$ cat src/dsc_pkg.sv
// ----------------------------------------------------------------------------
// dsc_pkg: shared constants and types for the diffusion stencil pipeline
// Fixed point widths, item layouts, register indexes and a saturating add.
// ----------------------------------------------------------------------------
package dsc_pkg;

    localparam int DATA_W    = 32;
    localparam int FRAC_BITS = 16;
    localparam int IN_W      = DATA_W - 1;
    localparam int NUM_W     = DATA_W + FRAC_BITS;
    localparam int DEN_W     = DATA_W;
    localparam int Q_W       = DATA_W;
    localparam int DIV_LAT   = Q_W + 1;
    localparam int CPE_W     = 7;
    localparam int SIDE_CNT  = 4;
    localparam int HR_CNT    = 6;
    localparam int TERM_CNT  = 2 * SIDE_CNT;
    localparam int CFG_IDX_W = 3;

    // register indexes
    localparam logic [CFG_IDX_W-1:0] CFG_CPE_X   = CFG_IDX_W'(0);
    localparam logic [CFG_IDX_W-1:0] CFG_CPE_Y   = CFG_IDX_W'(1);
    localparam logic [CFG_IDX_W-1:0] CFG_LEFT    = CFG_IDX_W'(2);
    localparam logic [CFG_IDX_W-1:0] CFG_RIGHT   = CFG_IDX_W'(3);
    localparam logic [CFG_IDX_W-1:0] CFG_BOTTOM  = CFG_IDX_W'(4);
    localparam logic [CFG_IDX_W-1:0] CFG_TOP     = CFG_IDX_W'(5);
    localparam logic [CFG_IDX_W-1:0] CFG_OPEN    = CFG_IDX_W'(6);
    localparam logic [CFG_IDX_W-1:0] CFG_ONE_DIM = CFG_IDX_W'(7);

    // side order, matches the edge mask bits
    localparam int SIDE_W = 0;
    localparam int SIDE_E = 1;
    localparam int SIDE_S = 2;
    localparam int SIDE_N = 3;

    // half-resistance slots: own x, own y, then one per neighbour side
    localparam int HR_SELF_X = 0;
    localparam int HR_SELF_Y = 1;
    localparam int HR_NBR    = 2;

    localparam logic [DATA_W-1:0] VMAX = {1'b0, {(DATA_W-1){1'b1}}};
    localparam logic [DATA_W-1:0] VMIN = {1'b1, {(DATA_W-1){1'b0}}};

    typedef struct packed {
        logic [IN_W-1:0]     diff_self;
        logic [IN_W-1:0]     len_x_self;
        logic [IN_W-1:0]     len_y_self;
        logic [IN_W-1:0]     diff_east;
        logic [IN_W-1:0]     len_x_east;
        logic [IN_W-1:0]     diff_west;
        logic [IN_W-1:0]     len_x_west;
        logic [IN_W-1:0]     diff_north;
        logic [IN_W-1:0]     len_y_north;
        logic [IN_W-1:0]     diff_south;
        logic [IN_W-1:0]     len_y_south;
        logic [SIDE_CNT-1:0] edge_mask;
    } cell_t;

    typedef struct packed {
        logic signed [DATA_W-1:0] coef_diag;
        logic signed [DATA_W-1:0] coef_west;
        logic signed [DATA_W-1:0] coef_east;
        logic signed [DATA_W-1:0] coef_south;
        logic signed [DATA_W-1:0] coef_north;
        logic                     saturated;
    } row_t;

    typedef struct packed {
        logic [HR_CNT-1:0][IN_W-1:0] diff;
        logic [SIDE_CNT-1:0]         edges;
    } a_side_t;

    typedef struct packed {
        logic [IN_W-1:0]     dx;
        logic [IN_W-1:0]     dy;
        logic [SIDE_CNT-1:0] edges;
        logic                sat;
    } b_side_t;

    typedef struct packed {
        logic [SIDE_CNT-1:0] used;
        logic [SIDE_CNT-1:0] robin;
        logic [SIDE_CNT-1:0] neg;
        logic                sat;
    } c_side_t;

    typedef struct packed {
        logic [TERM_CNT-1:0][DATA_W-1:0] terms;
        logic [DATA_W-1:0]               acc;
        logic                            sat;
    } sum_t;

    // two's complement add clamped to the signed range; MSB of result flags a clamp
    function automatic logic [DATA_W:0] sat_add(input logic [DATA_W-1:0] a,
                                                input logic [DATA_W-1:0] b);
        logic [DATA_W:0] s;
        s = {a[DATA_W-1], a} + {b[DATA_W-1], b};
        if (s[DATA_W] != s[DATA_W-1])
            sat_add = {1'b1, (s[DATA_W] ? VMIN : VMAX)};
        else
            sat_add = {1'b0, s[DATA_W-1:0]};
    endfunction

endpackage

$ cat src/dsc_div.sv
// ----------------------------------------------------------------------------
// dsc_div: pipelined restoring divider
// One quotient bit per stage after the first; the first stage flags a zero
// divisor or a quotient that does not fit in Q_W bits.
// ----------------------------------------------------------------------------
module dsc_div
    import dsc_pkg::*;
(
    input  logic             clk,
    input  logic             en,
    input  logic [NUM_W-1:0] num,
    input  logic [DEN_W-1:0] den,
    output logic [Q_W-1:0]   quo,
    output logic             bad
);

    logic [DEN_W-1:0] den_reg  [DIV_LAT];
    logic [DEN_W-1:0] rem_reg  [DIV_LAT];
    logic [Q_W-1:0]   bits_reg [DIV_LAT];   // numerator bits out, quotient bits in
    logic             bad_reg  [DIV_LAT];

    always_ff @(posedge clk)
    begin
        if (en)
        begin
            den_reg[0]  <= den;
            rem_reg[0]  <= DEN_W'(num[NUM_W-1:Q_W]);
            bits_reg[0] <= num[Q_W-1:0];
            bad_reg[0]  <= (den == '0) || (DEN_W'(num[NUM_W-1:Q_W]) >= den);
        end
    end

    for (genvar k = 1; k < DIV_LAT; k++)
    begin : g_step
        logic [DEN_W:0] trial;
        logic [DEN_W:0] diff;
        logic           ge;

        assign trial = {rem_reg[k-1], bits_reg[k-1][Q_W-1]};
        assign diff  = trial - {1'b0, den_reg[k-1]};
        assign ge    = !diff[DEN_W];

        always_ff @(posedge clk)
        begin
            if (en)
            begin
                den_reg[k]  <= den_reg[k-1];
                rem_reg[k]  <= ge ? diff[DEN_W-1:0] : trial[DEN_W-1:0];
                bits_reg[k] <= {bits_reg[k-1][Q_W-2:0], ge};
                bad_reg[k]  <= bad_reg[k-1];
            end
        end
    end

    assign quo = bits_reg[DIV_LAT-1];
    assign bad = bad_reg[DIV_LAT-1];

endmodule

$ cat config.mk
export PLATFORM = sky130hd
export DESIGN_NAME = dsc_div
export DESIGN_NICKNAME = d
export VERILOG_FILES = /design/src/dsc_pkg.sv /design/src/dsc_div.sv
export SDC_FILE = /design/constraint.sdc
export NUM_CORES = 2
export LEC_CHECK = 0
export BUFFER_PORTS_ARGS = -buffer_cell sky130_fd_sc_hd__buf_2
export CORE_MARGIN = 1
export CORE_UTILIZATION = 47
export DETAILED_ROUTE_END_ITERATION = 7
export PLACE_DENSITY = 0.67
export SLEW_MARGIN = 20
export SYNTH_ARGS = -nofsm -noshare
export SYNTH_HDL_FRONTEND = slang
export SYNTH_SLANG_ARGS = --single-unit
$ cat constraint.sdc
create_clock -name clk -period 9.8 [get_ports clk]
set_input_delay 1.47 -clock clk [delete_from_list [all_inputs] [get_ports clk]]
set_output_delay 1.47 -clock clk [all_outputs]
set_load 0.03 [all_outputs]
# After elaboration in Yosys (flattened, before gate mapping)
# Memories as Yosys holds them, arrays and structs flattened.
# Index checks and enable logic that the tools add are counted.
# word_totals
reg_bits	0
mem_bits_rw	3201
input_bits	82
output_inout_bits	33
memories	4
# mem_list
memory	depth	word_bits	read_ports	rd_clocked_by_memory_dff	wr	line	text
bits_reg	33	32	33	0	33	dsc_div.sv:19	logic [Q_W-1:0] bits_reg [DIV_LAT];
den_reg	33	32	32	0	33	dsc_div.sv:17	logic [DEN_W-1:0] den_reg [DIV_LAT];
rem_reg	33	32	32	0	33	dsc_div.sv:18	logic [DEN_W-1:0] rem_reg [DIV_LAT];
bad_reg	33	1	33	0	33	dsc_div.sv:20	logic bad_reg [DIV_LAT];
# classes
n_addsub	32
magnitude_cmp	1
muxes	34
n_reduce_logical	34
# op_table
op	n
subtractor 33 x 32 -> 33 bit	32
two-way mux 32 bit	32
>= comparator 16 x 32 -> 1 bit	1
logical NOT 1 bit	32
logical NOT 32 bit	1
two-way mux 1 bit	2
logical OR 1 bit	1

# Longest topological paths before layout
# depth
depth_word	2
mapped_depth	16
mapped_depth_nobuf	15

# Worst setup path before layout
# OpenSTA, ideal clock, no wires.
# synth_timing
kind	register to register
start	memory den_reg[0][928] in the netlist's numbering
end	memory rem_reg[0][969] in the netlist's numbering, data pin
setup_time_ps	260
arrival_ps	3505
setup_slack_ps	6035
stages_incl_launch_ff	14
n_path_buf	1
period_less_slack_ps	3765
path_cell_list	edfxtp_1 > ha_1 > fa_1 > nor2b_1 > o21a_1 > o21ai_0 > o311ai_1 > a21oi_1 > o31a_1 > o21a_1 > o21a_1 > o311ai_4 > buf_4 > mux2_2
# synth_rtl
element	line
start, declared	dsc_div.sv:17
end, declared	dsc_div.sv:18

==> results by group <==
STA
  – RSZ-0062 raised after global routing: no
  – Final count of hold timing violations: 0
  – Fin crit share: 0.5602
  – Slew @ Worst Pin: approximately 1200 ps
  – Slew HR: 0.2272
  – Skew final: between 50 and 60 ps
  – Setup TNS: 0 ps
  – Final setup margin: between 4000 and 5000 ps
  – Fin. max-slew vios: 0
  – Peak Freq: 182.2 MHz
  – Period minus WS final: around 5500 ps
  – # setup viols final: 0

Critical path
  – CP Launch Type: flop
  – Critical-path top delay cell: o21ai_0
  – Critical Path AT: around 6000 ps
  – Type of the worst setup path: reg -> reg
  – Max incr delay on CP: 870 ps
  – Most frequent CP cell: buf_4
  – Critical Path RT: a little over 10,000 ps
  – Crit path capture type: flop
  – Cell Chain, Critical Path: inv_1, ha_1, nor2b_1, o31a_1, o311ai_1, a21oi_1, a32oi_1, a211oi_1, or3_1, nand4_1, buf_4, clkinv_1, buf_4, o21ai_0
  – CP max FO: between 40 and 50

Final layout
  – Commonest non-fill, non-tap cell in the layout: edfxtp_1
  – Area Overhead vs Synth: 10.99%
  – Share of cells above drive strength 1: 0.1128
  – Max reg flops: 1,056
  – Util after Layout: 0.5243
  – Most frequent cells in the layout: edfxtp_1, inv_1, ha_1
  – Nets: between 10,000 and 15,000

Clock tree
  – TritonCTS clock tree: built
  – CTS clk-pin slew, worst paths: roughly 60 ps
  – TritonCTS buffer count: between 300 and 400
  – Clock sinks: between 3,000 and 4,000
  – Max clock buf depth: 4
  – Setup Buffers After CTS: 0
  – Hold Buf Count CTS: 0
  – H-tree depth: 5
  – PostCTS Resize Cnt: 0
  – CTS root buffer: clkbuf_16
  – Worst-skew pair later-pin latency: around 930 ps

Pwr
  – Cell area power density: roughly 340 nW/um2
  – Pleak: between 70 and 80 nW
  – Overall Power: about 0.059 W
  – Peak VDD IR: around 0.24 mV

Placed design
  – RD Place Congestion: ~0.93
  – # port buffers: between 100 and 150
  – Final HPWL DP: ~210 mm
  – Placement Setup Slack: ~4300 ps

Drt
  – Post-Route WL: 293.7 mm
  – DR WL/cell: 17.02 um
  – First drt pass iteration count: 5
  – Initial DRC count: roughly 5,300
  – Vias: 92,930
  – Vias per inst: between 5 and 6
  – DRC: 0
  – Post-route ant nets: 0

Yosys
  – Cell area after synthesis: about 160,000 um2
  – EDFF count, synth: approximately 3,100
  – Synth Warn #: 0
  – Yosys cell types: between 90 and 100
  – Synth Flop Type: edfxtp_1
  – Synth Instances: around 12,000
  – Fraction of registers with async set/reset: 0
  – Seq/Total Area, Yosys: 0.5945
  – Synth area leaders: edfxtp_1, ha_1, mux2_2
  – Post-synth top area share: 0.5945
  – Avg Inst Size Synth: 12.82 um2
  – #FFs+latches synth: around 3,100
  – Most area-hungry cell type in the Yosys netlist: edfxtp_1

GRT
  – Initial antenna violation count: 10
  – Total track usage: 0.1712
  – First-pass GRT wire length: 475.6 mm
  – Largest net degree at the start of global routing: between 150 and 200
  – Vias in the first global route: about 90,000
  – Grt total ovfl: 0

Floorplanning
  – Num rows: 212
  – Die Wd: 581.1 um
  – Area of the die: between 300,000 and 400,000 um2
  – IO Pins: 115
  – Floorplan Core Area: around 330,000 um2
  – Initial Utilization: 0.4724
  – Die height: 581.1 um

Hold path
  – Hold WC Path Type: reg -> reg

Outcome
  – Outcome: finished clean

Run
  – Maxcap violations: 0
[cell families after synthesis]
kind of cell | share of synthesized area
DFF | 0.5945
AOI/OAI and AO/OA | 0.1184
and+or+nand+nor | 0.06487
buffers and inverters | 0.03661
adders and majority gates | 0.08521
xor gates and xnor gates | 0.04628
muxes | 0.05407
other | 0.00002379
[cells in the mapped netlist (14+ instances only)]
cell       count
mux2i_1       82
clkbuf_1     173
a41oi_1       17
xnor2_1      519
nor2b_1      181
or3_1         35
nor2_1       567
edfxtp_1    3121
ha_1        1024
nor3_1       101
o31ai_1       64
nor4_1        21
a21o_1       487
o31a_1        49
a21oi_1      835
o21ai_0      637
nand2_1      595
buf_2         55
xor2_1       301
o21ai_1       17
and2_1        61
a31o_2        32
o211ai_1      47
a31oi_1      109
inv_1       1258
a2111oi_0     14
nand3_1      152
a21boi_0      33
mux2_2       612
a211oi_1      64
nand4_1      101
and3_1        93
a221oi_1      21
mux2_4        54
o21a_1       147
o21bai_1      87
a311oi_1      23
o2111ai_1     31
fa_1          31
or2_2         30
and4_1        19
nand2b_1     115
o22ai_1       14
a221o_1       15
a211o_1       37
[metrics by stage]
step	instances	hold WS [ps]	instance area, um2
2_1_floorplan	12310	400.3	157700
3_3_place_gp	16640	400.2	163700
3_5_place_dp	16640	404.5	163700
4_1_cts	17260	394.5	174900
5_1_grt	17260	396.4	175000
6_report	17260	384.9	175000
[per-layer routing]
layer	wire length [um]	share of wire	vias up	global-route usage
li1	-	-	46220	-
met1	119400	0.41	44490	0.1986
met2	150200	0.51	1534	0.3127
met3	10680	0.036	679	0.02385
met4	13370	0.046	6	0.07639
met5	42	0.00014	-	0
[power breakdown]
group / leakage [nW] / internal, W / switching (W) / total [W]
logic: 34.2 / 0.0120 / 0.0135 / 0.0256
registers: 30.6 / 0.0193 / 0.00170 / 0.0210
clock network: 5.46 / 0.00764 / 0.00528 / 0.0129
total: 70.2 / 0.0390 / 0.0205 / 0.0595
[path summary, 6_finish.rpt]
kind	from	endpoint	slack, ps	cells past startpoint
worst min register to register	bits_reg[0][763]	bits_reg[0][796]	380	0
worst max register to register	den_reg[0][226]	rem_reg[0][258]	4310	14
worst min-delay path	bits_reg[0][763]	bits_reg[0][796]	380	0
worst max-delay path	den_reg[0][226]	rem_reg[0][258]	4310	14
[area by class of cell]
type | count | area (um2)
clock inverters | 199 | 2165
fillers | 28050 | 158700
repair buffers | 188 | 1329
multi-input cells | 7681 | 58440
well taps | 4387 | 5489
flip-flops and latches | 3121 | 93720
clock buffers | 418 | 9077
diodes | 6 | 15.01
inverters | 1261 | 4733
[worst max-delay path, delay by kind of cell, from the launching register on]
family / cells / cell delay [ps]
AOI/OAI and AO/OA: 6 / 2570
adders and majority gates: 1 / 340
buffers and inverters: 4 / 760
DFF: 1 / 590
and+or+nand+nor: 3 / 830
(Power assumes the default switching activity.)
